File: src/rtl/bufuart_pkg.sv
// Shared operation codes, status codes and result record for the UART ring bridge.
package bufuart_pkg;

  typedef enum logic [2:0] {
    OP_OPEN    = 3'd0,
    OP_CLOSE   = 3'd1,
    OP_WRITE   = 3'd2,
    OP_READ    = 3'd3,
    OP_SERVICE = 3'd4
  } op_e;

  typedef enum logic [1:0] {
    ST_DONE = 2'd0,
    ST_WAIT = 2'd1,
    ST_BUSY = 2'd2
  } status_e;

  typedef struct packed {
    status_e status;
    logic    rd_sel;
    logic    thr_write;
    logic    rx_irq_en;
    logic    tx_irq_en;
    logic    tx_room;
    logic    rx_data;
  } res_t;

endpackage

File: src/rtl/buffered_uart_ring_fifo_bridge_core.sv
// Receive and transmit rings in front of a UART, one operation per item.
// The result is registered and becomes valid in the cycle after the input is accepted.
// Throughput: one item per cycle while the result is taken; each ring memory has one write port and one read port.
// The next item is accepted while the current result is being taken.
// Reset clears pointers, interrupt enables and the port-open flag; ring memories are not cleared.
module buffered_uart_ring_fifo_bridge_core #(
  parameter int RING_DEPTH = 64
) (
  input  logic       clk_i,
  input  logic       rst_ni,
  input  logic       in_valid_i,
  output logic       in_ready_o,
  input  logic [2:0] op_i,
  input  logic [7:0] data_byte_i,
  input  logic       data_ready_i,
  input  logic       thr_empty_i,
  input  logic [7:0] rx_byte_i,
  output logic       out_valid_o,
  input  logic       out_ready_i,
  output logic [1:0] status_o,
  output logic [7:0] read_byte_o,
  output logic       thr_write_o,
  output logic [7:0] thr_byte_o,
  output logic       rx_irq_enable_o,
  output logic       tx_irq_enable_o,
  output logic       tx_has_room_o,
  output logic       rx_has_data_o
);
  import bufuart_pkg::*;

  localparam int PtrMod = 2 * RING_DEPTH;
  localparam int PtrW   = $clog2(PtrMod);
  localparam int SlotW  = $clog2(RING_DEPTH);
  localparam int ExtW   = PtrW + 1;

  localparam logic [PtrW-1:0] PtrLast = PtrW'(PtrMod - 1);
  localparam logic [PtrW-1:0] PtrDep  = PtrW'(RING_DEPTH);
  localparam logic [ExtW-1:0] ExtDep  = ExtW'(RING_DEPTH);
  localparam logic [ExtW-1:0] ExtMod  = ExtW'(PtrMod);

  function automatic logic [PtrW-1:0] ptr_next(input logic [PtrW-1:0] p);
    return (p == PtrLast) ? '0 : p + PtrW'(1);
  endfunction

  function automatic logic [SlotW-1:0] ptr_slot(input logic [PtrW-1:0] p);
    logic [PtrW-1:0] s;
    s = (p >= PtrDep) ? p - PtrDep : p;
    return s[SlotW-1:0];
  endfunction

  function automatic logic [ExtW-1:0] ring_fill(input logic [PtrW-1:0] head,
                                                input logic [PtrW-1:0] tail);
    logic [ExtW-1:0] h;
    logic [ExtW-1:0] t;
    h = {1'b0, head};
    t = {1'b0, tail};
    return (t >= h) ? t - h : t + ExtMod - h;
  endfunction

  function automatic logic ring_full(input logic [PtrW-1:0] head,
                                     input logic [PtrW-1:0] tail);
    return ring_fill(head, tail) == ExtDep;
  endfunction

  logic [PtrW-1:0] rx_head_q, rx_head_d, rx_tail_q, rx_tail_d;
  logic [PtrW-1:0] tx_head_q, tx_head_d, tx_tail_q, tx_tail_d;
  logic            rx_en_q, rx_en_d, tx_en_q, tx_en_d, open_q, open_d;
  logic            out_valid_q;
  res_t            res_q, res_d;
  logic            rx_wr, tx_wr;
  logic            accept;

  logic [7:0]      rx_mem [RING_DEPTH];
  logic [7:0]      tx_mem [RING_DEPTH];
  logic [7:0]      rx_rdata_q, tx_rdata_q;

  assign in_ready_o = !out_valid_q || out_ready_i;
  assign accept     = in_valid_i && in_ready_o;

  always_comb begin
    rx_head_d = rx_head_q;
    rx_tail_d = rx_tail_q;
    tx_head_d = tx_head_q;
    tx_tail_d = tx_tail_q;
    rx_en_d   = rx_en_q;
    tx_en_d   = tx_en_q;
    open_d    = open_q;
    rx_wr     = 1'b0;
    tx_wr     = 1'b0;
    res_d     = '0;
    res_d.status = ST_DONE;
    unique case (op_e'(op_i))
      OP_OPEN: begin
        if (open_q) begin
          res_d.status = ST_BUSY;
        end else begin
          rx_head_d = '0;
          rx_tail_d = '0;
          tx_head_d = '0;
          tx_tail_d = '0;
          rx_en_d   = 1'b1;
          open_d    = 1'b1;
        end
      end
      OP_CLOSE: begin
        rx_en_d = 1'b0;
        tx_en_d = 1'b0;
        open_d  = 1'b0;
      end
      OP_WRITE: begin
        if (ring_full(tx_head_q, tx_tail_q)) begin
          res_d.status = ST_WAIT;
        end else begin
          tx_wr     = 1'b1;
          tx_tail_d = ptr_next(tx_tail_q);
          tx_en_d   = 1'b1;
        end
      end
      OP_READ: begin
        if (rx_head_q == rx_tail_q) begin
          res_d.status = ST_WAIT;
        end else begin
          res_d.rd_sel = 1'b1;
          rx_head_d    = ptr_next(rx_head_q);
          rx_en_d      = 1'b1;
        end
      end
      OP_SERVICE: begin
        if (data_ready_i && !ring_full(rx_head_q, rx_tail_q)) begin
          rx_wr     = 1'b1;
          rx_tail_d = ptr_next(rx_tail_q);
        end
        if (thr_empty_i && (tx_head_q != tx_tail_q)) begin
          res_d.thr_write = 1'b1;
          tx_head_d       = ptr_next(tx_head_q);
        end
        if (tx_head_d == tx_tail_d) begin
          tx_en_d = 1'b0;
        end
        if (ring_full(rx_head_d, rx_tail_d)) begin
          rx_en_d = 1'b0;
        end
      end
      default: begin
      end
    endcase
    res_d.rx_irq_en = rx_en_d;
    res_d.tx_irq_en = tx_en_d;
    res_d.tx_room   = !ring_full(tx_head_d, tx_tail_d);
    res_d.rx_data   = rx_head_d != rx_tail_d;
  end

  always_ff @(posedge clk_i or negedge rst_ni) begin
    if (!rst_ni) begin
      rx_head_q   <= '0;
      rx_tail_q   <= '0;
      tx_head_q   <= '0;
      tx_tail_q   <= '0;
      rx_en_q     <= 1'b0;
      tx_en_q     <= 1'b0;
      open_q      <= 1'b0;
      out_valid_q <= 1'b0;
    end else begin
      if (accept) begin
        rx_head_q <= rx_head_d;
        rx_tail_q <= rx_tail_d;
        tx_head_q <= tx_head_d;
        tx_tail_q <= tx_tail_d;
        rx_en_q   <= rx_en_d;
        tx_en_q   <= tx_en_d;
        open_q    <= open_d;
      end
      if (accept) begin
        out_valid_q <= 1'b1;
      end else if (out_ready_i) begin
        out_valid_q <= 1'b0;
      end
    end
  end

  always_ff @(posedge clk_i) begin
    if (accept) begin
      res_q <= res_d;
    end
  end

  always_ff @(posedge clk_i) begin
    if (accept && rx_wr) begin
      rx_mem[ptr_slot(rx_tail_q)] <= rx_byte_i;
    end
    if (accept) begin
      rx_rdata_q <= rx_mem[ptr_slot(rx_head_q)];
    end
  end

  always_ff @(posedge clk_i) begin
    if (accept && tx_wr) begin
      tx_mem[ptr_slot(tx_tail_q)] <= data_byte_i;
    end
    if (accept) begin
      tx_rdata_q <= tx_mem[ptr_slot(tx_head_q)];
    end
  end

  assign out_valid_o     = out_valid_q;
  assign status_o        = res_q.status;
  assign read_byte_o     = res_q.rd_sel ? rx_rdata_q : 8'd0;
  assign thr_write_o     = res_q.thr_write;
  assign thr_byte_o      = res_q.thr_write ? tx_rdata_q : 8'd0;
  assign rx_irq_enable_o = res_q.rx_irq_en;
  assign tx_irq_enable_o = res_q.tx_irq_en;
  assign tx_has_room_o   = res_q.tx_room;
  assign rx_has_data_o   = res_q.rx_data;

  a_rx_fill_bound: assert property (@(posedge clk_i) disable iff (!rst_ni)
    ring_fill(rx_head_q, rx_tail_q) <= ExtDep)
    else $error("receive ring holds more than its depth");

  a_tx_fill_bound: assert property (@(posedge clk_i) disable iff (!rst_ni)
    ring_fill(tx_head_q, tx_tail_q) <= ExtDep)
    else $error("transmit ring holds more than its depth");

  a_send_leaves_room: assert property (@(posedge clk_i) disable iff (!rst_ni)
    out_valid_o && thr_write_o |-> tx_has_room_o)
    else $error("byte sent but transmit ring still reported full");

  a_wait_no_transfer: assert property (@(posedge clk_i) disable iff (!rst_ni)
    out_valid_o && (status_o == ST_WAIT) |-> (read_byte_o == 8'd0) && !thr_write_o)
    else $error("wait status with a byte transferred");

  a_close_only: assert property (@(posedge clk_i) disable iff (!rst_ni)
    $fell(open_q) |-> $past(accept && (op_i == OP_CLOSE)))
    else $error("port closed without a close item");

endmodule
File: config.mk
export PLATFORM = sky130hd
export DESIGN_NAME = buffered_uart_ring_fifo_bridge_core
export DESIGN_NICKNAME = d
export VERILOG_FILES = /design/src/rtl/bufuart_pkg.sv /design/src/rtl/buffered_uart_ring_fifo_bridge_core.sv
export SDC_FILE = /design/constraint.sdc
export NUM_CORES = 1
export LEC_CHECK = 0
export BUFFER_PORTS_ARGS = -buffer_cell sky130_fd_sc_hd__buf_2
export CAP_MARGIN = 20
export CORE_MARGIN = 8
export CORE_UTILIZATION = 55
export DETAILED_ROUTE_END_ITERATION = 10
export GPL_TIMING_DRIVEN = 0
export PLACE_DENSITY_LB_ADDON = 0.3
export SETUP_SLACK_MARGIN = 0.4
export SLEW_MARGIN = 20
export SYNTH_ARGS = -nofsm -noshare
export SYNTH_HDL_FRONTEND = slang
export SYNTH_SLANG_ARGS = --single-unit
export TNS_END_PERCENT = 5
File: constraint.sdc
create_clock -name clk_i -period 4.9 [get_ports clk_i]
set_clock_uncertainty 0.05 [all_clocks]
set_input_delay 0.49 -clock clk_i [delete_from_list [all_inputs] [get_ports clk_i]]
set_output_delay 0.49 -clock clk_i [all_outputs]
set_load 0.02 [all_outputs]
# Word level (Yosys, flattened, before mapping)
# Memory sizes are Yosys's and may differ from the RTL's. A register that Yosys moved wholly into a read port is not among the register bits.
# Cells that the tools add are included.
# W data, S select, Z words.
[op_classes]
addsub = 20
n_reduce_logical = 13
muxes = 52
n_eq_ne = 16
magnitude_cmp = 8
[op_table]
columns = ["cell", "n"]
rows = [
  ["$mux W7", 14],
  ["$pmux W7 S2", 4],
  ["$mux W8", 6],
  ["$add A7 B8 Y8 const B", 4],
  ["$eq A8 B7 Y1 const B", 4],
  ["$sub A7 B7 Y8", 4],
  ["$sub A8 B7 Y8", 4],
  ["$add A7 B1 Y7 const B", 4],
  ["$eq A7 B7 Y1 const B", 4],
  ["$ge A7 B7 Y1", 4],
  ["$ge A7 B7 Y1 const B", 4],
  ["$mux W6", 4],
  ["$sub A6 B1 Y6 const B", 4],
  ["$mux W1", 19],
  ["$eq A7 B7 Y1", 2],
  ["$ne A7 B7 Y1", 2],
  ["$eq A3 B2 Y1 const B", 2],
  ["$pmux W2 S3", 1],
  ["$logic_and A1 B1 Y1", 5],
  ["$pmux W1 S4", 1],
  ["$reduce_bool A2 Y1", 2],
  ["$eq A3 B1 Y1 const B", 1],
  ["$eq A3 B3 Y1 const B", 1],
  ["$logic_not A1 Y1", 3],
  ["other kinds (6)", 6],
]
[word_totals]
mem_bits_rw = 1024
regBits = 40
n_memories = 2
[mem_list]
columns = ["memory", "words", "width", "read_ports", "rd_clocked_by_memory_dff", "wr", "line", "text"]
rows = [
  ["rx_mem", 64, 8, 1, 1, 1, "buffered_uart_ring_fifo_bridge_core.sv:73", "logic [7:0] rx_mem [RING_DEPTH];"],
  ["tx_mem", 64, 8, 1, 1, 1, "buffered_uart_ring_fifo_bridge_core.sv:74", "logic [7:0] tx_mem [RING_DEPTH];"],
]

# Depth between registers and ports, before layout
# Gate-level depths: netlist of the first run.
[depth]
ltp_word = 14
ltp_mapped = 23
mapped_depth_nobuf = 19

# Least setup slack after synthesis of the first run
# OpenSTA, ideal clock, no wires.
[synth_timing]
path_kind = "reg-to-reg"
from = "reg rx_head_q[2]"
to = "reg res_q, in the netlist rx_irq_enable_o, data pin"
t_required_ns = 4.591
n_path_buf = 4
setup_slack_ns = 0.005
stages_incl_launch_ff = 23
setup_ns = 0.259
arrival_time_ns = 4.586
path_cell_list = "dfrtp_1 > clkbuf_1 > inv_2 > buf_2 > clkbuf_1 > ha_1 > nand2b_1 > a21oi_1 > mux2_2 > a41oi_2 > buf_2 > mux2i_1 > ha_1 > inv_1 > fa_1 > a21o_1 > a21oi_1 > nand3_1 > o21ai_0 > a22oi_1 > o32a_1 > o21ai_0 > nand2_1"
[synth_lines]
columns = ["item", "line", "text"]
rows = [
  ["from (decl)", "buffered_uart_ring_fifo_bridge_core.sv:65", "logic [PtrW-1:0] rx_head_q, rx_head_d, rx_tail_q, rx_tail_d;"],
  ["from (signal assigned)", "buffered_uart_ring_fifo_bridge_core.sv:165", "rx_head_q <= rx_head_d;"],
  ["to (signal assigned)", "buffered_uart_ring_fifo_bridge_core.sv:183", "res_q <= res_d;"],
  ["to (decl)", "buffered_uart_ring_fifo_bridge_core.sv:69", "res_t res_q, res_d;"],
]

# Worst setup path after layout of the first run
[layout_timing]
from = "reg rx_head_q[2]"
to = "mem rx_mem[27][0], enable pin"
[layout_via]
elab_chain_cells = 10
[layout_rtl]
columns = ["item", "line", "text"]
rows = [
  ["$sub A8 B7 Y8, or another cell as far along", "buffered_uart_ring_fifo_bridge_core.sv:57", "return (t >= h) ? t - h : t + ExtMod - h;"],
  ["$mux W8 *", "buffered_uart_ring_fifo_bridge_core.sv:57", ""],
  ["$eq A8 B7 Y1 *", "buffered_uart_ring_fifo_bridge_core.sv:62", "return ring_fill(head, tail) == ExtDep;"],
  ["$logic_not A1 Y1 *", "buffered_uart_ring_fifo_bridge_core.sv:129", "if (data_ready_i && !ring_full(rx_head_q, rx_tail_q)) begin"],
  ["$logic_and A1 B1 Y1 *", "buffered_uart_ring_fifo_bridge_core.sv:129", ""],
  ["$mux W1 *", "buffered_uart_ring_fifo_bridge_core.sv:129", ""],
  ["$mux W1 *", "buffered_uart_ring_fifo_bridge_core.sv:92", "unique case (op_e'(op_i))"],
  ["$logic_and A1 B1 Y1 *", "buffered_uart_ring_fifo_bridge_core.sv:188", "if (accept && rx_wr) begin"],
  ["$mux W1 *", "buffered_uart_ring_fifo_bridge_core.sv:188", ""],
  ["$mux W1 (not written as such) *", "buffered_uart_ring_fifo_bridge_core.sv:189", "rx_mem[ptr_slot(rx_tail_q)] <= rx_byte_i;"],
  ["to (decl)", "buffered_uart_ring_fifo_bridge_core.sv:73", ""],
]
# Mark *: on every way between the ends. The rest lies on a longest branch, timed or not.

==> results.yml, run 1 <==
power_and_ir_drop:
  p_sw_uw: 6679
  swShare_pct: 27.50
  seq_power_share_pct: 42.5
  power.share.clock_pct: 34.7
  p_leak_uw: 0.01580
  power_density_nw_per_um2: 479.0
  p_comb_share_pct: 22.8
  power_uw: 24280
  power.internal_uw: 17600
  irDropWorstVdd_uv: 400.0
synthesis:
  synth_cells: 2387
  yosys.area.top_type_share_pct: 70.65
  ys_types: 80
  synth-seq-cells: 1080
  synth.area.top_cells: "edfxtp_1 (71%), mux4_2 (13%), mux2i_1 (2.4%)"
  synth_flop_cell: "edfxtp_1"
  async_reset_ff_share_pct: 2.963
  synth_edf_count: 1048
  synth_top_area_cell: "edfxtp_1"
  avgSynthCellArea_um2: 18.66
  synthesis.nets: 2448
  seq_area_frac_synth_pct: 72.45
  synth_area_um2: 44540
  yosysWarnings: 0
critical_path:
  cp_max_fo: 11
  r2r_setup_slack_ps: 290
  startpoint_type: "register"
  r2r_end: "rx_mem[27][0]"
  crit_path_max_incr_delay_ps: 900
  reg2reg_depth: 13
  crit_required_ps: 5160
  cpMaxStageDelayCell: "nor2_1"
  rr_startpoint: "rx_head_q[2]"
  arrival_ps: 4870
  path_cells: "clkbuf_8 -> inv_4 -> buf_12 -> clkbuf_16 -> ha_4 -> nand2b_4 -> a21oi_4 -> mux2i_1 -> o41ai_2 -> buf_6 -> nor3_4 -> nand4_1 -> nor2_1"
  end_kind: "register"
  setup.worst_path.class: "reg -> reg"
  critical_path.startpoint: "rx_head_q[2]"
clock_network:
  htree_levels: 3
  path_clk_slew_ps: 60
  cts.path.max_buffers: 3
  root_buffer: "clkbuf_16"
  numCtsBuffers: 107
  clock_latency_ps: 690
  clock_sinks: 1080
  cts_tree: "yes"
cells_and_area:
  layout_common_cells: "edfxtp_1 (1048), mux4_2 (255), clkbuf_16 (113)"
  fillers: 5439
  final_net_count: 2638
  multi_input_area_um2: 11920
  area_delta_synth_final_pct: 13.83
  seq_area_um2: 32280
  drive_gt1_share_pct: 24.64
  layout_commonest_cell: "edfxtp_1"
detailed_routing:
  postRouteAntennaNets: 0
  vias: 24451
  drtIter0Drc: 2923
  wl_mm: 110.9
  drc: 0
  wl_per_cell_um: 29.73
  viasPerCell: 6.557
  drtPass1Iterations: 9
timing:
  holdWs_ps: 80.55
  fmax_mhz: 217.1
  post-route-period-util_pct: 93.99
  post-route-min-period_ps: 4605
  relSlewSlack_pct: 25.57
  worst_pin_slew_ps: 1116
  rsz0062_at_grt: "true"
  finalMaxSlewViolations: 0
  setup_viol: 0
  finalHoldViolCount: 0
place:
  place_hpwl_mm: 72.75
  io_buffers: 49
  gp_congestion: 0.9613
global_route:
  gr-usage-all-layers_pct: 24.19
  antenna_found_initial: 4
  grt_overflow: 0
  first_global_vias: 24554
  grt_pass1_wl_mm: 161.8
  grt_max_degree: 65
flow_run:
  max_cap_violations: 0
die:
  die_area_um2: 90350
  die_w_um: 300.6
  initial_core_util_pct: 55.39
  io_pins: 50
  core-area_um2: 80420
  die_h_um: 300.6
  rows: 104
min_path:
  hold_path_class: "in -> reg"
  min_path_cells: 3
  min_to: "out_valid_o"
  min_from: "out_ready_i"
run_status:
  outcome: "complete, no violations"
==> routing by layer <==
metal  share of wire [%]  track usage, %  wire (um)
met1                  36           31.19      40370
met2                  51           41.21      56050
met5               0.014               0         15
met3                 8.9           4.046       9821
met4                 4.1           9.478       4598
==> per-stage QoR <==
stage	instances	setup TNS, ps	worst slack, ps	instance area, um^2	utilization, %
floorplan	2387	0	365.0	44550	-
CTS	3715	0	308.9	50390	62.66
global route	3726	0	200.0	50690	63.04
finish	3729	0	294.7	50700	63.05
global placement	3496	-271770	-1093	46120	57.35
detailed placement	3505	-203630	-857.5	46420	57.72
==> flip-flops by register name, summed over array words and instances (netlist names), 2 cells and up <==
| signal | flops |
|---|---|
| status_o | 2 |
| rx_mem | 512 |
| rx_rdata_q | 8 |
| tx_head_q | 7 |
| rx_head_q | 7 |
| rx_tail_q | 7 |
| tx_tail_q | 7 |
| tx_mem | 512 |
| tx_rdata_q | 8 |
==> cells by family (layout without fill, tap and decap cells) <==
kind of cell	count (synthesis)	count (layout)	synth area share, %
flip-flops	1080	1080	72.45
buffers and inverters	178	457	1.683
multiplexers	367	367	15.42
XOR/XNOR	20	20	0.4242
adder cells (fa/ha/maj)	36	36	1.079
AND/OR/NAND/NOR	423	423	4.590
AO/OA/AOI/OAI	283	283	4.351
other	0	3	0
==> power by group through the flow <==
| stage | clock network [uW] | registers [uW] | logic, uW |
|---|---|---|---|
| after floorplan | 0 | 10500 | 3550 |
| after global placement | 0 | 10500 | 5090 |
| after detailed placement | 0 | 10500 | 5200 |
| after CTS | 8470 | 10300 | 5420 |
| after global routing | 8830 | 10300 | 5830 |
| final | 8420 | 10300 | 5540 |
==> synthesized netlist by cell type (16+ instances only) <==
cell and n:
nor2_1 125, mux2i_1 108, a31oi_1 18, o21ai_0 62, mux4_2 255, a221oi_1 16
nand2_1 98, and2_1 20, o22ai_1 21, o221ai_1 34, inv_1 28, clkbuf_1 84
dfrtp_1 32, a21oi_1 45, nor3_1 62, nand3_1 28, buf_2 38, ha_1 32
edfxtp_1 1048
==> cell type report <==
cell class / instances / area share [%]
antenna: 3 / 0.01481
buffer: 145 / 1.599
clock buffer: 124 / 5.491
clock inverter: 74 / 1.695
inverter: 33 / 0.2887
multi-input combinational: 1129 / 23.50
sequential: 1080 / 63.66
tap: 1060 / 2.616
timing repair buffer: 81 / 1.135
==> worst max path at each step <==
stage,cells after the start,end
floorplan,22,rx_irq_enable_o
global placement,13,rx_mem[40][5]
detailed placement,22,rx_irq_enable_o
CTS,21,rx_irq_enable_o
global route,22,rx_irq_enable_o
finish,13,rx_mem[27][0]
==> critical path, delay by kind of cell (launching register included) <==
kind / cells / cell delay [ps]
adder cells (fa/ha/maj): 1 / 310
buffers and inverters: 5 / 780
flip-flops: 1 / 340
AND/OR/NAND/NOR: 4 / 2090
multiplexers: 1 / 340
AO/OA/AOI/OAI: 2 / 340
==> what timing repair did <==
item / in CTS / in global routing
setup buffers: 10 / 10
endpoints found under the setup margin: 1010 / 601
pin swaps: 6 / 8
hold endpoints to repair: 33 / 0
hold buffers: 2 / 0
resized for setup: 61 / 56
Note: power is estimated with default switching activity, not from simulation.
==> run 2, diff against run 1 <==
--- a/config.mk
+++ b/config.mk
@@ -8,10 +8,10 @@
 export BUFFER_PORTS_ARGS = -buffer_cell sky130_fd_sc_hd__buf_2
 export CAP_MARGIN = 20
 export CORE_MARGIN = 8
-export CORE_UTILIZATION = 55
+export CORE_UTILIZATION = 53
 export DETAILED_ROUTE_END_ITERATION = 10
 export GPL_TIMING_DRIVEN = 0
-export PLACE_DENSITY_LB_ADDON = 0.3
+export PLACE_DENSITY = 0.77
 export SETUP_SLACK_MARGIN = 0.4
 export SLEW_MARGIN = 20
 export SYNTH_ARGS = -nofsm -noshare
==> run 2 against run 1 <==
  * Via count grew 2.3%
  * Critical endpoint is now tx_mem[45][7]
  * Combinational power is 3% higher
  * Critical path depth unchanged
  * Clock power fell by 6.3%
  * Highest routed layer is now met4
==> results.yml, run 2 (synthesized netlist as in run 1, its figures left out) <==
power_and_ir_drop:
  irDropWorstVdd_uv: 358.4
  power_uw: 23890
  p_leak_uw: 0.01569
  power_density_nw_per_um2: 474.5
clock_network:
  numCtsBuffers: 103
  cts_tree: "yes"
  clock_latency_ps: 690
  root_buffer: "clkbuf_16"
  htree_levels: 3
  cts.path.max_buffers: 3
  path_clk_slew_ps: 60
  clock_sinks: 1080
place:
  place_area_um2: 46430
  place_hpwl_mm: 72.76
  io_buffers: 49
  pre_cts_slack_ps: -730.4
  dp.cells: 3525
  gp_congestion: 0.9263
critical_path:
  rr_startpoint: "tx_head_q[2]"
  reg2reg_depth: 13
  setup.worst_path.class: "reg -> reg"
  crit_path_max_incr_delay_ps: 850
  cp_max_fo: 10
  critical_path.startpoint: "tx_head_q[2]"
  path_cells: "buf_4 -> inv_4 -> buf_12 -> clkbuf_16 -> ha_2 -> o21ai_2 -> a21boi_1 -> o21ai_0 -> nor3b_2 -> o21ai_2 -> nand4_1 -> clkbuf_1 -> nor3_2"
  arrival_ps: 4830
  startpoint_type: "register"
  cpMaxStageDelayCell: "nor3_2"
  critPathMostFrequentCell: "o21ai_2"
  end_kind: "register"
  crit_required_ps: 5140
die:
  die_area_um2: 93570
  io_pins: 50
  initial_core_util_pct: 53.39
  rows: 106
  core-area_um2: 83420
  die_w_um: 305.9
  die_h_um: 305.9
cells_and_area:
  drive_gt1_share_pct: 23.83
  reg_top3: "rx_mem (512), tx_mem (512)"
  layoutNonFillerInstCount: 3741
  final_net_count: 2637
  layout_common_cells: "edfxtp_1 (1048), mux4_2 (255), nor2_1 (120)"
  fillers: 5624
  area_delta_synth_final_pct: 13.05
  fin_area_um2: 50350
  layout_commonest_cell: "edfxtp_1"
min_path:
  min_from: "out_ready_i"
  hold_path_class: "in -> reg"
  min_path_cells: 3
global_route:
  grt_max_degree: 65
  grt_pass1_wl_mm: 166.6
  antenna_found_initial: 2
  first_global_vias: 24732
  grt_overflow: 0
  gr-usage-all-layers_pct: 23.86
detailed_routing:
  drtIter0Drc: 3684
  viasPerCell: 6.688
  drc: 0
  wl_mm: 114.3
  vias: 25021
  drtPass1Iterations: 7
  wl_per_cell_um: 30.55
  postRouteAntennaNets: 0
timing:
  relSlewSlack_pct: 21.68
  post-route-period-util_pct: 93.69
  finalHoldViolCount: 0
  finalMaxSlewViolations: 0
  worst_slack_ps: 309.3
  worst_pin_slew_ps: 1175
  fmax_mhz: 217.8
  tns_ps: 0
  rsz0062_at_grt: "true"
  setup_viol: 0
  post-route-min-period_ps: 4591
run_status:
  outcome: "complete, no violations"
flow_run:
  max_cap_violations: 0
-- run 2: final cells by class --
type                            instances  area (um^2)  area share, %
Antenna cell                            1        2.502       0.004970
Clock buffer                          122         2691          5.345
Clock inverter                         67        628.1          1.247
Timing Repair Buffer                   84        558.0          1.108
Tap cell                             1080         1351          2.684
Multi-Input combinational cell       1129        11920          23.67
Buffer                                145        778.2          1.546
Sequential cell                      1080        32270          64.09
Inverter                               33        151.4         0.3007
-- run 2: per-stage QoR --
step	utilization (%)	hold WS, ps
final	60.36	114.5
after global routing	60.36	129.4
after CTS	60.05	80.13
after detailed placement	55.66	462.4
after global placement	55.32	442.9
after floorplan	-	144.4
-- run 2: where the power goes --
group / switching, uW / total [uW] / internal [uW] / leakage [uW]
Combinational: 3240 / 5690 / 2450 / 0.00424
Clock: 3430 / 7890 / 4450 / 0.00160
Sequential: 74.6 / 10300 / 10200 / 0.00984
-- run 2: path summary, 6_finish.rpt --
kind | slack (ps) | endpoint
worst max register to register | 310 | tx_mem[45][7]
max in group asynchronous | 3610 | rx_tail_q[1]
worst min-delay path | 110 | out_valid_o
min in group asynchronous | 470 | rx_head_q[4]
worst min register to register | 480 | tx_en_q
worst max-delay path | 310 | tx_mem[45][7]
-- run 2: repair_timing --
item,CTS,global route
endpoints found under the setup margin,1018,530
buffers inserted,12,12
pin swaps,5,7
endpoints found under the hold margin,33,0
hold buffers,2,0
resized for setup,64,39
-- run 2: metal layers --
layer	up-vias	global-route usage [%]	share of wire [%]	wire length, um
met3	268	4.273	10	11660
met4	0	8.709	3.8	4303
li1	10210	-	-	-
met2	1737	38.87	48	55220
met1	12806	32.51	38	43100
met5	-	0	0	0
-- run 2: critical path, delay by kind of cell (launching register included) --
family / cells / cell delay [ps]
DFF: 1 / 320
adders and majority gates: 1 / 380
AOI/OAI and AO/OA: 4 / 700
buffers and inverters: 5 / 1190
and+or+nand+nor: 3 / 1550
